[src/rtl/core/wrd_pkg.sv]
// ----------------------------------------------------------------------------
// wrd_pkg: shared types and constants of the wide restoring divider
// Field widths, item structs and sequencer states used by all divider files.
// ----------------------------------------------------------------------------
package wrd_pkg;

  // Fixed widths of the operand and result fields.
  localparam int LOW_W         = 64;
  localparam int HIGH_W        = 32;
  localparam int FIELD_W       = LOW_W + HIGH_W;
  localparam int DEF_OPERAND_W = 96;

  typedef struct packed {
    logic [LOW_W-1:0]  dividend_low;
    logic [HIGH_W-1:0] dividend_high;
    logic [LOW_W-1:0]  divisor_low;
    logic [HIGH_W-1:0] divisor_high;
  } wrd_in_t;

  typedef struct packed {
    logic [LOW_W-1:0]  quotient_low;
    logic [HIGH_W-1:0] quotient_high;
    logic [LOW_W-1:0]  remainder_low;
    logic [HIGH_W-1:0] remainder_high;
    logic              status;
  } wrd_out_t;

  // Status codes.
  localparam logic STATUS_OK       = 1'b0;
  localparam logic STATUS_DIV_ZERO = 1'b1;

  typedef enum logic [1:0] {
    ST_IDLE,
    ST_RUN,
    ST_DONE
  } wrd_state_t;

endpackage

[src/rtl/core/wrd_step.sv]
// ----------------------------------------------------------------------------
// wrd_step: one restoring division step
// Shifts the next dividend bit into the partial remainder and subtracts the
// divisor when it fits, giving one quotient bit.
// ----------------------------------------------------------------------------
module wrd_step #(
  parameter int OPERAND_WIDTH = wrd_pkg::DEF_OPERAND_W
) (
  input  logic [OPERAND_WIDTH-1:0] rem,
  input  logic                     next_bit,
  input  logic [OPERAND_WIDTH-1:0] divisor,
  output logic [OPERAND_WIDTH-1:0] rem_nxt,
  output logic                     q_bit
);
  import wrd_pkg::*;

  logic [OPERAND_WIDTH:0]   partial;
  logic [OPERAND_WIDTH+1:0] diff;

  // The partial remainder stays below the divisor, so the shifted value is
  // below twice the divisor and the difference always fits back in the width.
  assign partial = {rem, next_bit};
  assign diff    = {1'b0, partial} - {2'b00, divisor};
  assign q_bit   = ~diff[OPERAND_WIDTH+1];
  assign rem_nxt = q_bit ? diff[OPERAND_WIDTH-1:0] : partial[OPERAND_WIDTH-1:0];

endmodule

[src/rtl/core/wide_restoring_divider_top.sv]
// ----------------------------------------------------------------------------
// wide_restoring_divider_top: unsigned restoring divider, wide operands
// Divides an unsigned dividend by an unsigned divisor and returns quotient,
// remainder and a divide-by-zero status, one quotient bit per clock.
// ----------------------------------------------------------------------------
//
//   Channel  Direction  Handshake             Payload
//   in_      input      in_valid / in_stall   dividend and divisor (wrd_in_t)
//   out_     output     out_valid / out_stall quotient, remainder, status
//
// An item is handled in order: the operands are loaded, the quotient bits are
// formed one after another through the shared subtract-and-compare step, and
// the result moves to the output register once that register is free. A zero
// divisor skips the bit loop.
// Reset is synchronous and active low; it clears the sequencer and the
// output valid flag. The block takes one item at a time. A finished result
// sits in the output register while a new item is accepted and worked on;
// if the output is still stalled when that next result is ready, the
// sequencer waits in its done state.
//
module wide_restoring_divider_top #(
  parameter int OPERAND_WIDTH = wrd_pkg::DEF_OPERAND_W
) (
  input  logic             clk,
  input  logic             rst_n,
  input  logic             in_valid,
  output logic             in_stall,
  input  wrd_pkg::wrd_in_t in_item,
  output logic             out_valid,
  input  logic             out_stall,
  output wrd_pkg::wrd_out_t out_item
);
  import wrd_pkg::*;

  // Working width covering both the operand width and the field width, so
  // operands can be zero-extended or cut without a special case.
  localparam int EXT_W = (OPERAND_WIDTH > FIELD_W) ? OPERAND_WIDTH : FIELD_W;
  localparam int CNT_W = $clog2(OPERAND_WIDTH);
  localparam logic [CNT_W-1:0] CNT_START = CNT_W'(OPERAND_WIDTH - 1);

  wrd_state_t state_r, state_nxt;

  logic [OPERAND_WIDTH-1:0] rem_r;
  logic [OPERAND_WIDTH-1:0] aq_r;
  logic [OPERAND_WIDTH-1:0] div_r;
  logic                     zero_r;
  logic [CNT_W-1:0]         cnt_r;
  logic                     out_valid_r, out_valid_nxt;
  wrd_out_t                 out_item_r;

  logic [FIELD_W-1:0]       a_full, b_full;
  logic [EXT_W-1:0]         a_ext, b_ext, q_ext, r_ext;
  logic [OPERAND_WIDTH-1:0] a_w, b_w;
  logic                     b_zero;
  logic [OPERAND_WIDTH-1:0] rem_step;
  logic                     q_bit;

  logic load_in, step_en, load_out, out_free;

  // Operands are cut to the operand width (or zero-extended above the field
  // width) before division.
  assign a_full = {in_item.dividend_high, in_item.dividend_low};
  assign b_full = {in_item.divisor_high, in_item.divisor_low};
  assign a_ext  = EXT_W'(a_full);
  assign b_ext  = EXT_W'(b_full);
  assign a_w    = a_ext[OPERAND_WIDTH-1:0];
  assign b_w    = b_ext[OPERAND_WIDTH-1:0];
  assign b_zero = (b_w == '0);

  // The shared step unit. The dividend shifts out of the top of aq_r while
  // the quotient bits shift in at the bottom.
  wrd_step #(
    .OPERAND_WIDTH(OPERAND_WIDTH)
  ) u_step (
    .rem      (rem_r),
    .next_bit (aq_r[OPERAND_WIDTH-1]),
    .divisor  (div_r),
    .rem_nxt  (rem_step),
    .q_bit    (q_bit)
  );

  // The output register is free when empty or when its item leaves now.
  assign out_free = ~out_valid_r | ~out_stall;

  always_comb begin
    state_nxt = state_r;
    load_in   = 1'b0;
    step_en   = 1'b0;
    load_out  = 1'b0;
    in_stall  = 1'b1;
    unique case (state_r)
      ST_IDLE: begin
        in_stall = 1'b0;
        if (in_valid) begin
          load_in   = 1'b1;
          // A zero divisor has nothing to iterate over.
          state_nxt = b_zero ? ST_DONE : ST_RUN;
        end
      end
      ST_RUN: begin
        step_en = 1'b1;
        if (cnt_r == '0) begin
          state_nxt = ST_DONE;
        end
      end
      ST_DONE: begin
        if (out_free) begin
          load_out  = 1'b1;
          state_nxt = ST_IDLE;
        end
      end
      default: begin
        state_nxt = ST_IDLE;
      end
    endcase
  end

  always_comb begin
    if (load_out) begin
      out_valid_nxt = 1'b1;
    end else begin
      out_valid_nxt = out_valid_r & out_stall;
    end
  end

  always_ff @(posedge clk) begin
    if (!rst_n) begin
      state_r     <= ST_IDLE;
      out_valid_r <= 1'b0;
    end else begin
      state_r     <= state_nxt;
      out_valid_r <= out_valid_nxt;
    end
  end

  always_ff @(posedge clk) begin
    if (load_in) begin
      div_r  <= b_w;
      aq_r   <= b_zero ? '0 : a_w;
      rem_r  <= '0;
      zero_r <= b_zero;
      cnt_r  <= CNT_START;
    end else if (step_en) begin
      rem_r <= rem_step;
      aq_r  <= {aq_r[OPERAND_WIDTH-2:0], q_bit};
      cnt_r <= cnt_r - CNT_W'(1);
    end
  end

  assign q_ext = EXT_W'(aq_r);
  assign r_ext = EXT_W'(rem_r);

  always_ff @(posedge clk) begin
    if (load_out) begin
      out_item_r.quotient_low   <= q_ext[LOW_W-1:0];
      out_item_r.quotient_high  <= q_ext[FIELD_W-1:LOW_W];
      out_item_r.remainder_low  <= r_ext[LOW_W-1:0];
      out_item_r.remainder_high <= r_ext[FIELD_W-1:LOW_W];
      out_item_r.status         <= zero_r ? STATUS_DIV_ZERO : STATUS_OK;
    end
  end

  assign out_valid = out_valid_r;
  assign out_item  = out_item_r;

endmodule

[config.mk]
export PLATFORM = sky130hd
export DESIGN_NAME = wide_restoring_divider_top
export DESIGN_NICKNAME = d
export VERILOG_FILES = /design/src/rtl/core/wrd_pkg.sv /design/src/rtl/core/wrd_step.sv /design/src/rtl/core/wide_restoring_divider_top.sv
export SDC_FILE = /design/constraint.sdc
export NUM_CORES = 1
export LEC_CHECK = 0
export ABC_AREA = 1
export ABC_CLOCK_PERIOD_IN_PS = 10650
export BUFFER_PORTS_ARGS = -buffer_cell sky130_fd_sc_hd__buf_2
export CORE_MARGIN = 10
export CORE_UTILIZATION = 53
export CTS_CLUSTER_DIAMETER = 40
export DETAILED_ROUTE_END_ITERATION = 10
export MAX_ROUTING_LAYER = met4
export PLACE_DENSITY = 0.77
export SKIP_LAST_GASP = 1
export SLEW_MARGIN = 15
export SYNTH_ARGS = -nofsm -noshare
export SYNTH_HDL_FRONTEND = slang
export SYNTH_SLANG_ARGS = --single-unit
[constraint.sdc]
create_clock -name clk -period 10.65 [get_ports clk]
set_input_delay 1.065 -clock clk [delete_from_list [all_inputs] [get_ports clk]]
set_output_delay 1.065 -clock clk [all_outputs]
set_load 0.01 [all_outputs]
==> results.toml, run 1 <==
[place]
post-dp-hpwl_um = 78510
place.port_buffers = 390
place_ws_ns = 6.320
place_area_mm2 = 0.03133
place.gp.congestion = 1.028

[timing]
finalCritPeriodShare = 0.3851
fmax_mhz = 243.8
worstMarginPinSlew_ns = 1.184
setup_tns_ns = 0
slew_headroom = 0.2105
period_minus_slack_ns = 4.101
slew_violations = 0
skew_ns = 0.03694
grt_setup_unrepaired = "no"
finalSetupViolations = 0
finalHoldViolations = 0
setup_ws_ns = 6.549

[clocking]
clockRootBuffer = "clkbuf_16"
htree_levels = 3
max-clock-path-buffers = 3
cts_buffers = 72
cts_tree = "done"
postCtsHoldBufs = 0
path_clk_slew_ns = 0.06
ctsResizeCount = 0
cts_setup_buffers = 0
clock_latency_ns = 0.64
clock_sinks = 492

[final_layout]
fillers = 4763
nNetsFinal = 4547
drive_gt1_frac = 0.1429
layout_commonest_cell = "nand2_1"
final_cell_mix = "nand2_1 (1520), inv_1 (747), buf_2 (390)"
finalInstanceArea_mm2 = 0.03391
syn_to_final_growth_pct = 17.61

[route]
dr.pass1.iters = 5
drt_wl_total_um = 99430
ant_nets = 0
num_vias = 25757
detail_route.vias_per_cell = 5.131
wl_per_cell_um = 19.81
drc = 0
drt_iter0_markers = 2250

[floorplan]
chipWidth_um = 253.2
io_pins = 391
start_util = 0.5358
die_h_um = 253.2
core_area_mm2 = 0.05381
row_count = 85
dieArea_mm2 = 0.06413

[global_route]
grt_pass1_wl_um = 149000
grt_util_met1 = 0.3939
grt-ovfl-total = 0
met2_usage = 0.5149
antenna_found_initial = 11
grt_start_max_net_pins = 88
top_usage_layer = "met2"
grt_use_met3 = 0.07074
grt_pass1_vias = 24970
grt_use_total = 0.3159

[power]
max-vdd-ir-drop_mv = 0.1745
p_per_area_mw_per_mm2 = 214.9
p_leak_uw = 0.01746

[synthesis]
synth_cell_types = 38
ys_warn_count = 0
synth.area.top_cells = "edfxtp_1 (40%), nand2_1 (20%), inv_1 (9.8%)"
synth.cell_area_mm2 = 0.02883
yosys.area.top_type = "edfxtp_1"
synth-seq-cells = 492
yosysSeqAreaShare = 0.4756
synth.net_count = 4155
synth_top_area_frac = 0.4020
syn_avg_cell_area_um2 = 7.469
synthCells = 3860

[setup_path]
cp_max_fo = 87
endpoint_kind = "flip-flop"
start_kind = "flip-flop"
crit_required_ns = 11.14
cp.arrival_ns = 4.59
path_class = "reg2reg"

[status]
status = "completed"

[job]
maxCapViolCount = 0

[worst_hold_path]
hp-class = "reg2reg"
final cells by class:
cell class	count	area [um^2]	area share
Sequential cell	492	13710	0.4044
Inverter	789	2969	0.08756
Clock inverter	44	578.1	0.01705
Tap cell	696	870.8	0.02568
Antenna cell	12	30.03	0.0008856
Clock buffer	90	1972	0.05815
Timing Repair Buffer	404	2057	0.06066
Multi-Input combinational cell	2493	11720	0.3456
flip-flops by register name, indices dropped and copies added, names as in the netlist:
signal     flops
aq_r          96
cnt_r          7
div_r         96
out_item     193
out_valid      1
r_ext         96
state_r        2
zero_r         1
worst max-delay path, stage by stage, from the launching register on:
cell and delay, ns:
edfxtp_1 0.36, inv_1 0.14, ha_1 0.38, a21oi_1 0.28, nand2_1 0.11, a21oi_1 0.20, nor2_1 0.06, nor2_1 0.14
nand2_1 0.12, a21oi_4 0.63, buf_4 0.91, nand3_1 0.20, nand2_1 0.13, inv_1 0.05, nand2_1 0.06, nand2_1 0.06
power breakdown:
group | leakage (uW) | internal [uW] | switching, uW
Combinational | 0.0117 | 687 | 1540
Clock | 0.00124 | 1500 | 950
Sequential | 0.00453 | 2440 | 167
Yosys cell counts:
cell	count
nand4_1	26
fa_1	1
buf_1	4
nand2_4	1
nand2_2	12
buf_2	8
nand3_2	31
buf_4	9
a21oi_1	81
nor2_4	4
nor2_1	206
nor2_2	14
nor4_1	26
inv_1	749
nand3_1	306
a22oi_1	1
o211ai_1	1
nand3b_1	43
clkbuf_1	48
a21oi_2	2
buf_6	16
xor2_1	9
nand2_1	1521
buf_8	1
inv_2	18
o21bai_1	11
a31oi_1	2
o21ai_1	29
o21ai_0	17
and2_1	6
clkinv_1	22
edfxtp_1	386
nor3_2	1
xnor2_1	29
a21o_1	1
ha_1	98
dfxtp_1	106
nor3_1	14
through the flow:
| step | hold slack (ns) | power [uW] | util | cells |
|---|---|---|---|---|
| after floorplan | 0.4003 | 4143 | - | 3860 |
| after global placement | 0.4019 | 4791 | 0.5821 | 4874 |
| after detailed placement | 0.4057 | 4832 | 0.5821 | 4874 |
| after CTS | 0.4194 | 7288 | 0.6295 | 5008 |
| after global routing | 0.4276 | 7676 | 0.6301 | 5020 |
| final | 0.4215 | 7287 | 0.6301 | 5020 |
kinds of logic after synthesis:
| logic type | after synthesis | share of synthesized area |
|---|---|---|
| AO/OA/AOI/OAI | 145 | 0.02673 |
| AND/OR/NAND/NOR | 2211 | 0.3229 |
| flip-flops | 492 | 0.4756 |
| adder cells (fa/ha/maj) | 99 | 0.04322 |
| buffers and inverters | 875 | 0.1200 |
| XOR/XNOR | 38 | 0.01154 |
per-layer routing:
layer / share of wire / vias up
met5: 0 / -
met2: 0.48 / 895
met4: 0.021 / 0
met1: 0.42 / 11952
met3: 0.081 / 109
li1: - / 12801
path summary, 6_finish.rpt:
path	cells after the start	slack, ns	from	endpoint
worst min-delay path	0	0.42	zero_r$_DFFE_PP_	out_item[0]$_DFFE_PP_
worst max-delay path	15	6.55	div_r[88]$_DFFE_PP_	r_ext[65]$_SDFFE_PP0P_
worst min register to register	0	0.42	zero_r$_DFFE_PP_	out_item[0]$_DFFE_PP_
worst max register to register	15	6.55	div_r[88]$_DFFE_PP_	r_ext[65]$_SDFFE_PP0P_
Note: power is estimated with default switching activity, not from simulation.
==> run 2, diff against run 1 <==
- ABC_AREA: 1 -> 0
- ABC_CLOCK_PERIOD_IN_PS: 10650 -> 3600
- CORE_UTILIZATION: 53 -> 51
- PLACE_DENSITY: 0.77 -> 0.76
- clock period: 10.65 -> 3.6 ns (I/O delays scaled with it)
==> results.toml, run 2 <==
[setup_path]
reg2regPathDepth = 16
cp_top_family = "compound AO/OA/AOI/OAI gates"
path_class = "reg2reg"
endpoint_kind = "flip-flop"
r2r-start = "aq_r[95]$_DFFE_PP_"
start_kind = "flip-flop"
max_stage_delay_ns = 0.42
cp_max_fo = 3
cp_cell_sequence = "inv_1 > ha_1 > inv_1 > fa_2 > a211oi_2 > o211ai_1 > and3_4 > o211ai_1 > a211o_1 > buf_4 > a21oi_1 > o21ai_0 > o211ai_1 > buf_4 > xnor2_1 > o211ai_1"
crit_path_frequent_cell = "o211ai_1"
cp.arrival_ns = 3.98
crit_buf_inv = 4
worstReg2RegEnd = "r_ext[76]$_SDFFE_PP0P_"
slowest_stage = "fa_2"
crit_required_ns = 4.07
reg2reg_slack_ns = 0.09

[clocking]
path_clk_slew_ns = 0.05
clockRootBuffer = "clkbuf_16"
clock_sinks = 492
htree_levels = 3
max-clock-path-buffers = 3
clock_latency_ns = 0.61
cts_buffers = 69
cts_tree = "done"

[worst_hold_path]
hold_depth = 1
hp-class = "in2reg"
hold_end = "div_r[94]$_DFFE_PP_"
min_from = "in_item[30]"

[final_layout]
final_cell_mix = "buf_2 (390), edfxtp_1 (386), nand2_1 (350)"
syn_to_final_growth_pct = 29.07
largest_reg_flops = 193
nNetsFinal = 3101
drive_gt1_frac = 0.2384
layout_commonest_cell = "buf_2"
fillers = 3387
finalInstanceArea_mm2 = 0.03047
final_core_util = 0.6685

[place]
place.gp.congestion = 0.9787
post-dp-hpwl_um = 55150
place_ws_ns = -0.02126
place.port_buffers = 390
place_area_mm2 = 0.02695

[route]
wl_per_cell_um = 22.26
drt_wl_total_um = 77060
ant_nets = 0
dr.pass1.iters = 5
drt_iter0_markers = 1683
num_vias = 20091
drc = 0
detail_route.vias_per_cell = 5.803

[global_route]
grt_start_max_net_pins = 115
grt-ovfl-total = 0
grt_pass1_wl_um = 118100
antenna_found_initial = 1
grt_use_total = 0.2770
grt_pass1_vias = 20090

[synthesis]
synth_top_area_frac = 0.4911
synthArstFlopShare = 0
yosys-top-cells-count = "edfxtp_1 (386), nand2_1 (351), o21ai_0 (261), a21oi_1 (194), inv_1 (127)"
synth_ff_type = "edfxtp_1"
synth.cell_area_mm2 = 0.02360
synth-seq-cells = 492
synthXorXnorAreaFrac = 0.03451
muxShareOfSynthArea = 0.005937
synth_compound_area_frac = 0.1611
synthSimpleGateAreaFrac = 0.1239
synth_cell_types = 73
synth_fa_ha_area_frac = 0.05280
synthCells = 2245
synth.net_count = 2540
yosys.area.top_type = "edfxtp_1"
ys_warn_count = 0
synth_top_family_by_area = "compound AO/OA/AOI/OAI gates"
yosysMostFrequentCell = "edfxtp_1"
synth.area.top_cells = "edfxtp_1 (49%), dfxtp_1 (9.0%), nand2_1 (5.6%)"
syn_avg_cell_area_um2 = 10.51
yosysSeqAreaShare = 0.5810
synth_edf_count = 386

[job]
maxCapViolCount = 0

[timing]
fmax_mhz = 284.8
slew_headroom = 0.2053
setup_tns_ns = 0
skew_ns = 0.02864
setup_ws_ns = 0.08816
finalSetupViolations = 0
worstMarginPinSlew_ns = 1.192
finalCritPeriodShare = 0.9755
period_minus_slack_ns = 3.512
grt_setup_unrepaired = "yes"
slew_violations = 0
finalHoldViolations = 0

[status]
status = "completed"

[power]
pwr-share-clk = 0.323
p_leak_uw = 0.01245
swShare = 0.3476
internal_power_uw = 14110
p_per_area_mw_per_mm2 = 709.8
max-vdd-ir-drop_mv = 0.4268
pwr-share-seq = 0.361
combPwrFrac = 0.315
power_switching_uw = 7518

[floorplan]
dieArea_mm2 = 0.05529
core_area_mm2 = 0.04558
row_count = 78
die_h_um = 235.1
io_pins = 391
start_util = 0.5179
chipWidth_um = 235.1
-- run 2: changes by cell type in the layout (fill, tap and decap cells not counted), moves of 21 or more --
cell / before / now
nand3_2: 31 / 0
buf_4: 14 / 111
a21oi_1: 80 / 191
o21ai_0: 17 / 257
xnor2_1: 29 / 55
xor2_1: 9 / 38
nand2_1: 1520 / 350
clkinv_1: 24 / 3
nand3b_1: 43 / 2
nor2_1: 204 / 105
dlygate4sd3_1: 0 / 92
inv_1: 747 / 125
a21o_1: 1 / 38
nand3_1: 305 / 36
-- run 2: metrics by stage --
| step | total power (uW) | instances | hold WS, ns |
|---|---|---|---|
| global route | 22700 | 3461 | 0.01676 |
| finish | 21630 | 3462 | 0.03105 |
| floorplan | 12010 | 2245 | 0.4003 |
| CTS | 21480 | 3454 | 0.001308 |
| global placement | 14220 | 3234 | 0.4053 |
| detailed placement | 14330 | 3234 | 0.4045 |
-- run 2: kinds of logic (layout without fill, tap and decap cells) --
group                      after synthesis  count (layout)
and+or+nand+nor                        654             654
AOI/OAI and AO/OA                      648             648
DFF                                    492             492
buffers and inverters                  245             861
adders and majority gates               99              99
xor gates and xnor gates                93              93
muxes                                   14              14
other                                    0               1
-- run 2: final cells by class --
cell class / instances / area (um^2) / share of cell area
well taps: 600 / 750.7 / 0.02464
clock buffers: 81 / 1812 / 0.05947
flip-flops and latches: 492 / 13720 / 0.4502
inverters: 127 / 484.2 / 0.01589
multi-input cells: 1508 / 9121 / 0.2994
diodes: 1 / 2.502 / 0.00008214
repair buffers: 608 / 4006 / 0.1315
clock inverters: 45 / 571.8 / 0.01877
-- run 2: worst reg2reg max path, delay by kind of cell (launching register included) --
family                     cells  cell delay, ns
adders and majority gates      2            0.57
buffers and inverters          4            0.45
xor gates and xnor gates       1            0.19
AOI/OAI and AO/OA              8            1.52
and+or+nand+nor                1            0.24
DFF                            1            0.41
-- run 2: worst max path at each step --
stage,startpoint,endpoint,cells past startpoint,slack [ns]
floorplan,state_r[0]$_SDFFE_PN0P_,out_item[0]$_DFFE_PP_,2,-0.45
global placement,div_r[0]$_DFFE_PP_,r_ext[94]$_SDFFE_PP0P_,15,0.03
detailed placement,aq_r[95]$_DFFE_PP_,r_ext[94]$_SDFFE_PP0P_,16,-0.02
CTS,aq_r[95]$_DFFE_PP_,r_ext[84]$_SDFFE_PP0P_,16,0.02
global route,div_r[6]$_DFFE_PP_,r_ext[36]$_SDFFE_PP0P_,14,-0.06
finish,aq_r[95]$_DFFE_PP_,r_ext[76]$_SDFFE_PP0P_,16,0.09
-- run 2: metal layers --
metal / global-route usage / wire length (um)
met1: 0.3455 / 31770
met2: 0.4424 / 36920
met3: 0.05024 / 5637
met4: 0.1082 / 2729
met5: - / 0
-- run 2: power groups by stage --
stage | sequential, uW | clock (uW) | combinational, uW
after floorplan | 7730 | 0 | 4280
after global placement | 7850 | 0 | 6370
after detailed placement | 7890 | 0 | 6440
after CTS | 7790 | 7080 | 6610
after global routing | 7890 | 7320 | 7480
final | 7810 | 6990 | 6820
-- run 2: timing repair --
item	CTS	global route
hold endpoints to repair	92	0
buffers inserted	2	7
pin swaps	4	11
hold buffers	92	0
setup endpoints to repair	3	64
cloned	0	0
resized for setup	3	29
==> run 3, diff against run 2 <==
- HOLD_SLACK_MARGIN: unset -> 0.1
==> results.toml, run 3 (same netlist as run 2, synthesis figures left out) <==
[status]
status = "completed"

[power]
max-vdd-ir-drop_mv = 0.4264
p_leak_uw = 0.01255
p_per_area_mw_per_mm2 = 705.2

[floorplan]
dieArea_mm2 = 0.05529
start_util = 0.5179
row_count = 78
chipWidth_um = 235.1
die_h_um = 235.1
core_area_mm2 = 0.04558
io_pins = 391

[setup_path]
reg2regPathDepth = 14
cp.arrival_ns = 3.96
path_class = "reg2reg"
cp_max_fo = 9
crit_path_frequent_cell = "buf_4"
cp_cell_sequence = "inv_1 > ha_1 > o21ai_1 > nor4_2 > o21ai_2 > a31oi_4 > a31oi_2 > o41a_1 > buf_4 > nor3_4 > or2_1 > buf_4 > mux2i_1 > o21ai_0"
max_stage_delay_ns = 0.43
slowest_stage = "o41a_1"
start_kind = "flip-flop"
worstSetupStartpoint = "div_r[6]$_DFFE_PP_"
crit_required_ns = 4.04
endpoint_kind = "flip-flop"
r2r-start = "div_r[6]$_DFFE_PP_"

[final_layout]
fillers = 3346
largest_reg_flops = 193
multiInputGateArea_mm2 = 0.009129
final_cell_mix = "buf_2 (390), edfxtp_1 (386), nand2_1 (350)"
seqCellArea_mm2 = 0.01372
syn_to_final_growth_pct = 30.13
layout_commonest_cell = "buf_2"
drive_gt1_frac = 0.2367
nNetsFinal = 3125

[global_route]
grt_pass1_vias = 20267
grt_start_max_net_pins = 115
grt-ovfl-total = 0
antenna_found_initial = 2
grt_use_total = 0.2790
grt_pass1_wl_um = 118800

[place]
place.port_buffers = 390
place.gp.congestion = 0.9787
place_ws_ns = -0.02126
post-dp-hpwl_um = 55150

[timing]
grt_setup_unrepaired = "yes"
setup_ws_ns = 0.07916
period_minus_slack_ns = 3.521
finalSetupViolations = 0
finalHoldViolations = 0
worstMarginPinSlew_ns = 1.198
finalCritPeriodShare = 0.9780
slew_headroom = 0.2013
fmax_mhz = 284.0
hold_slack_ns = 0.1221
skew_ns = 0.03049
slew_violations = 0

[clocking]
clock_latency_ns = 0.61
cts_tree = "done"
clockRootBuffer = "clkbuf_16"
cts_buffers = 69
htree_levels = 3
clock_sinks = 492
path_clk_slew_ns = 0.06
max-clock-path-buffers = 3

[worst_hold_path]
hp-class = "in2reg"
hold_depth = 3
min_from = "in_item[111]"

[job]
maxCapViolCount = 0

[route]
drc = 0
ant_nets = 0
detail_route.vias_per_cell = 5.794
num_vias = 20203
wl_per_cell_um = 22.31
dr.pass1.iters = 6
drt_wl_total_um = 77780
drt_iter0_markers = 1764
## run 3: where the power goes
| group | internal, uW | switching (uW) |
|---|---|---|
| registers | 7170 | 648 |
| logic | 2730 | 4120 |
| clock network | 4230 | 2760 |
| total | 14100 | 7530 |
## run 3: per-layer routing
| layer | up-vias | GRT usage | part of all wire |
|---|---|---|---|
| li1 | 9349 | - | - |
| met1 | 9689 | 0.3458 | 0.40 |
| met2 | 1008 | 0.4472 | 0.48 |
| met3 | 157 | 0.05083 | 0.081 |
| met4 | 0 | 0.1107 | 0.038 |
| met5 | - | - | 0 |
## run 3: path summary, 6_finish.rpt
path,slack [ns],end
worst max-delay path,0.08,r_ext[27]$_SDFFE_PP0P_
worst max register to register,0.08,r_ext[27]$_SDFFE_PP0P_
worst min-delay path,0.12,aq_r[79]$_DFFE_PP_
worst min register to register,0.42,out_item[0]$_DFFE_PP_
## run 3: area by class of cell
cell class,instances,share of cell area
Antenna cell,2,0.0001629
Clock buffer,81,0.05898
Clock inverter,45,0.01862
Inverter,127,0.01576
Multi-Input combinational cell,1508,0.2972
Sequential cell,492,0.4466
Tap cell,600,0.02444
Timing Repair Buffer,632,0.1383
## run 3: worst max-delay path: cells and delay by family, from the launching register on
kind	cells	cell delay (ns)
mux	1	0.22
compound gates	6	1.29
flops	1	0.32
buf+inv	3	0.50
simple gates	3	0.65
fa+ha+maj	1	0.37
## run 3: metrics by stage
step	instance area (um^2)	setup TNS [ns]	utilization	std cells	power, uW
floorplan	23630	-86.58	-	2245	12010
finish	30720	0	0.6739	3487	21660
global placement	26950	0	0.5913	3234	14220
detailed placement	26950	-0.02566	0.5913	3234	14330
CTS	30530	0	0.6699	3478	21500
global route	30710	-0.4628	0.6739	3486	22730
## run 3: what timing repair did
item,CTS,global route
pin swaps,4,12
hold buffers,116,0
endpoints found under the setup margin,3,63
gates cloned,0,0
resized for setup,3,30
buffers inserted,2,7
hold endpoints to repair,117,0
